<file path="src/rtl/core/vams_ram.sv">
module vams_ram #(
    parameter int WIDTH = 48,
    parameter int DEPTH = 32,
    localparam int AW = (DEPTH > 1) ? $clog2(DEPTH) : 1
) (
    input logic clk,
    input logic we,
    input logic [AW-1:0] waddr,
    input logic [WIDTH-1:0] wdata,
    input logic re,
    input logic [AW-1:0] raddr,
    output logic [WIDTH-1:0] rdata
);

    logic [WIDTH-1:0] mem [DEPTH];

    always_ff @(posedge clk)
    begin
        if (we)
        begin
            mem[waddr] <= wdata;
        end
        if (re)
        begin
            rdata <= mem[raddr];
        end
    end

endmodule

</file>
<file path="config.mk">
export PLATFORM = sky130hd
export DESIGN_NAME = vams_ram
export DESIGN_NICKNAME = d
export VERILOG_FILES = /design/src/rtl/core/vams_ram.sv
export SDC_FILE = /design/constraint.sdc
export NUM_CORES = 1
export LEC_CHECK = 0
export BUFFER_PORTS_ARGS = -buffer_cell sky130_fd_sc_hd__buf_4
export CORE_MARGIN = 8
export CORE_UTILIZATION = 45
export DETAILED_ROUTE_END_ITERATION = 12
export GPL_TIMING_DRIVEN = 1
export PLACE_DENSITY_LB_ADDON = 0.15
export SYNTH_ARGS = -nofsm -noshare
export SYNTH_HDL_FRONTEND = slang
export SYNTH_SLANG_ARGS = --single-unit
</file>
<file path="constraint.sdc">
create_clock -name clk -period 4.7 [get_ports clk]
set_input_delay 0.235 -clock clk [delete_from_list [all_inputs] [get_ports clk]]
set_output_delay 0.235 -clock clk [all_outputs]
set_load 0.01 [all_outputs]
</file>
==> run summary <==
============================================================================
PD cells                                                          427 nW/um2
Biggest fanout along the worst timing path                                34
Cell types occupying the most area after synthesis              edfxtp_1 78%, mux2i_1 13%, a22oi_1 1.8%, a22o_1 1.4%, nand3_1 1.2%
Per-cell via count in the routed design                                 5.77
Minimum setup slack among reg-to-reg paths                           3010 ps
DR DRC count                                                               0
CTS tree                                                               built
Worst-Skew Late Latency                                               790 ps
CTS buffer count                                                         162
Count of pins on the block boundary                                      109
Remaining antenna violation count after routing                            0
Start point of the worst hold path                                  waddr[3]
Ordered list of cells on the worst path                         buf_4 -> nand3b_1 -> nor2_4 -> buf_4
RSZ-0062 raised after global routing                                      no
Run status                                                      finished, final reports clean
P&R area growth vs syn                                                 14.6%
Master cell of the clock root buffer                               clkbuf_16
Critical path buffer and inverter count                                    2
Detailed Route Iter0 Violations                                         3193
Clock transition at the registers of the reported paths                60 ps
Fraction of registers with async set or reset after synthesis             0%
Fraction of the cycle the final worst path needs                       47.6%
R2r endpoint                                                       rdata[10]
Most common cell after layout, fill and taps aside                  edfxtp_1
Mux contribution to synthesized area                                   12.6%
Library cell with the largest summed area after synthesis           edfxtp_1
Horiz. Die Dim                                                        385 um
Reg power frac                                                         52.9%
WHS Endpoint                                                      mem[3][41]
Number of nets in the finished design                                   3665
Effective utilization at floorplan                                     45.2%
Slew headroom                                                          15.8%
Endpoint required time on the critical path                          5110 ps
Max-slew violation count                                                   0
Leftover overflow at the end of global routing                             0
Switching power of the nets                                        0.00639 W
Share of layout cells above drive strength 1                           12.9%
Syn nets                                                                3425
Final Hold Violating Endpoints                                             0
Count of maximum capacitance violations                                    0
Global-route usage over all layers                                     21.3%
Number of stages on the worst hold path                                    3
Wire length per cell                                                 28.9 um
Endpoint type of the worst setup path                              flip-flop
Sequential fraction of the synthesis area                              77.7%
XOR/XNOR Fraction of Synth Area                                           0%
Highest-count cells in the layout ignoring fill and taps        1584 x edfxtp_1, 768 x mux2i_1, 186 x buf_4, 166 x clkbuf_16, 146 x nand3_1
Yosys cell types                                                          25
Share of the synthesized area in the top cell type                     77.7%
Global-route wire length before repair                                228 mm
Die outline area                                                  148000 um2
TritonCTS Sinks                                                         1584
R2R depth                                                                  5
CP Data Arrival Time                                                 2640 ps
Relative contribution of combinational cells to total power             5.2%
Combinational family with the most area after synthesis         multiplexers
Max Buffers Root-to-Sink                                                   3
Detailed Place HPWL                                                  89.2 mm
R2r startpoint                                                    mem[1][10]
Pre-CTS WS                                                           1660 ps
Category of the worst setup path launch point                   primary input
Clock share of power                                                   41.9%
Final critical delay including setup and external delays             2240 ps
Number of iterations in the first detailed-routing pass                    5
Worst path max stage delay                                            730 ps
Core region area                                                  135000 um2
Number of cells in the finished layout apart from fillers               5517
Die boundary height                                                   385 um
Setup tns final                                                         0 ps
Number of endpoints failing setup at the final stage                       0
Critical path's slowest cell                                          nor2_4
Largest delay contributor family on the critical path           simple AND/OR/NAND/NOR gates
Wirelength, routed                                                    159 mm
Primary flip-flop cell chosen by synthesis mapping                  edfxtp_1
Worst clock skew on the final layout                                 32.6 ps
Startpoint-to-endpoint class of the critical path                     in2reg
Area of the mapped netlist                                         61200 um2
Standard-cell row count                                                  135
Post-synth EDFFs                                                        1584
RD Place Congestion                                                    0.783
Area fraction in compound gates after synthesis                        4.81%
Maximum vdd drop                                                      312 uV
Number of levels the H-tree was split into                                 4
Highest Clock Rate                                                   447 MHz
Worst hold-check slack                                                185 ps
Worst Setup Slack, final                                             2460 ps
Class of the tightest hold or removal check                           in2reg
Total instance count after detailed placement                           5172
Leakage power total                                                  24.3 nW
Simple-gate portion of the synthesized area                            2.87%
Number of synthesis warnings                                               0
PostCTS Resize Cnt                                                         0
Switching part of the total power                                      21.3%
Pin count of the biggest net entering global routing                      89
Vias in the first global route                                         32200
Most frequent cell on the critical path                                buf_4
Worst slew pin tran                                                  1260 ps
Total vias in the final route                                          31800
Adder-cell share of the synthesized area                                  0%
Count of mapped cells out of synthesis                                  3364
Synthesized flop and latch total                                        1584
Antenna violations before repair                                           6
Buffers on Ports                                                         108
Internal Pwr Total                                                  0.0235 W
Mean instance size in the synthesized netlist                       18.2 um2
============================================================================
## power by group through the flow
stage / Sequential, W / Clock [W] / Combinational (W)
after global routing: 0.0158 / 0.0132 / 0.00168
after detailed placement: 0.0161 / 0 / 0.00155
after global placement: 0.0161 / 0 / 0.00153
final: 0.0158 / 0.0125 / 0.00157
after CTS: 0.0158 / 0.0127 / 0.00159
after floorplan: 0.0161 / 0 / 0.000820
## Yosys cell counts (5+ instances only)
| cell type | number |
|---|---|
| edfxtp_1 | 1584 |
| clkbuf_1 | 59 |
| mux2i_1 | 768 |
| nand3b_1 | 5 |
| nor3_1 | 48 |
| buf_1 | 7 |
| buf_2 | 42 |
| buf_6 | 42 |
| nand2_1 | 146 |
| a21oi_1 | 144 |
| a31oi_1 | 48 |
| nor2_1 | 34 |
| nand3_1 | 146 |
| a22oi_1 | 144 |
| buf_4 | 38 |
| a22o_1 | 96 |
## sequential cells by signal, indices dropped and copies added, names as in the netlist
signal / flops
mem: 1536
rdata: 48
## layout make-up
class / instances / area (um2)
fillers: 10700 / 65200
clock inverters: 89 / 843
clock buffers: 205 / 4300
diodes: 2 / 5.00
multi-input cells: 1589 / 12700
repair buffers: 267 / 2520
well taps: 1781 / 2230
flip-flops and latches: 1584 / 47600
## per-layer routing
metal  vias to the layer above  GRT usage (%)  wire, um
li1                      13900              -         -
met1                     16500           29.2     68900
met2                      1151           34.4     75700
met3                       256           4.43     10800
met4                         8           6.26      4080
met5                         -              0        55
## logic make-up after synthesis
family / Yosys count
AND/OR/NAND/NOR: 389
flip-flops: 1584
AO/OA/AOI/OAI: 432
multiplexers: 768
buffers and inverters: 191
## metrics by stage
step / utilization [%] / total power [W] / area, um2
4_1_cts: 51.8 / 0.0301 / 70100
3_5_place_dp: 47.7 / 0.0177 / 64500
3_3_place_gp: 47.7 / 0.0177 / 64500
2_1_floorplan: - / 0.0170 / 61200
6_report: 51.8 / 0.0299 / 70100
5_1_grt: 51.8 / 0.0308 / 70100
## repair_timing
| action | CTS | global route |
|---|---|---|
| buffers inserted | 0 | 0 |
| hold buffers | 49 | 0 |
| endpoints found under the hold margin | 1555 | 0 |
## worst min-delay path: stages
cell and delay (ps):
buf_4 120, or3_1 350, nor2_4 80
## how the worst max path moves through the flow
stage,start,to,depth (start not counted)
after global routing,waddr[1],mem[1][17],4
after CTS,waddr[1],mem[1][15],4
after floorplan,waddr[1],mem[12][0],3
after detailed placement,waddr[1],mem[1][18],4
after global placement,waddr[1],mem[17][26],4
final,waddr[1],mem[1][17],4
Note: power is estimated with default switching activity, not from simulation.
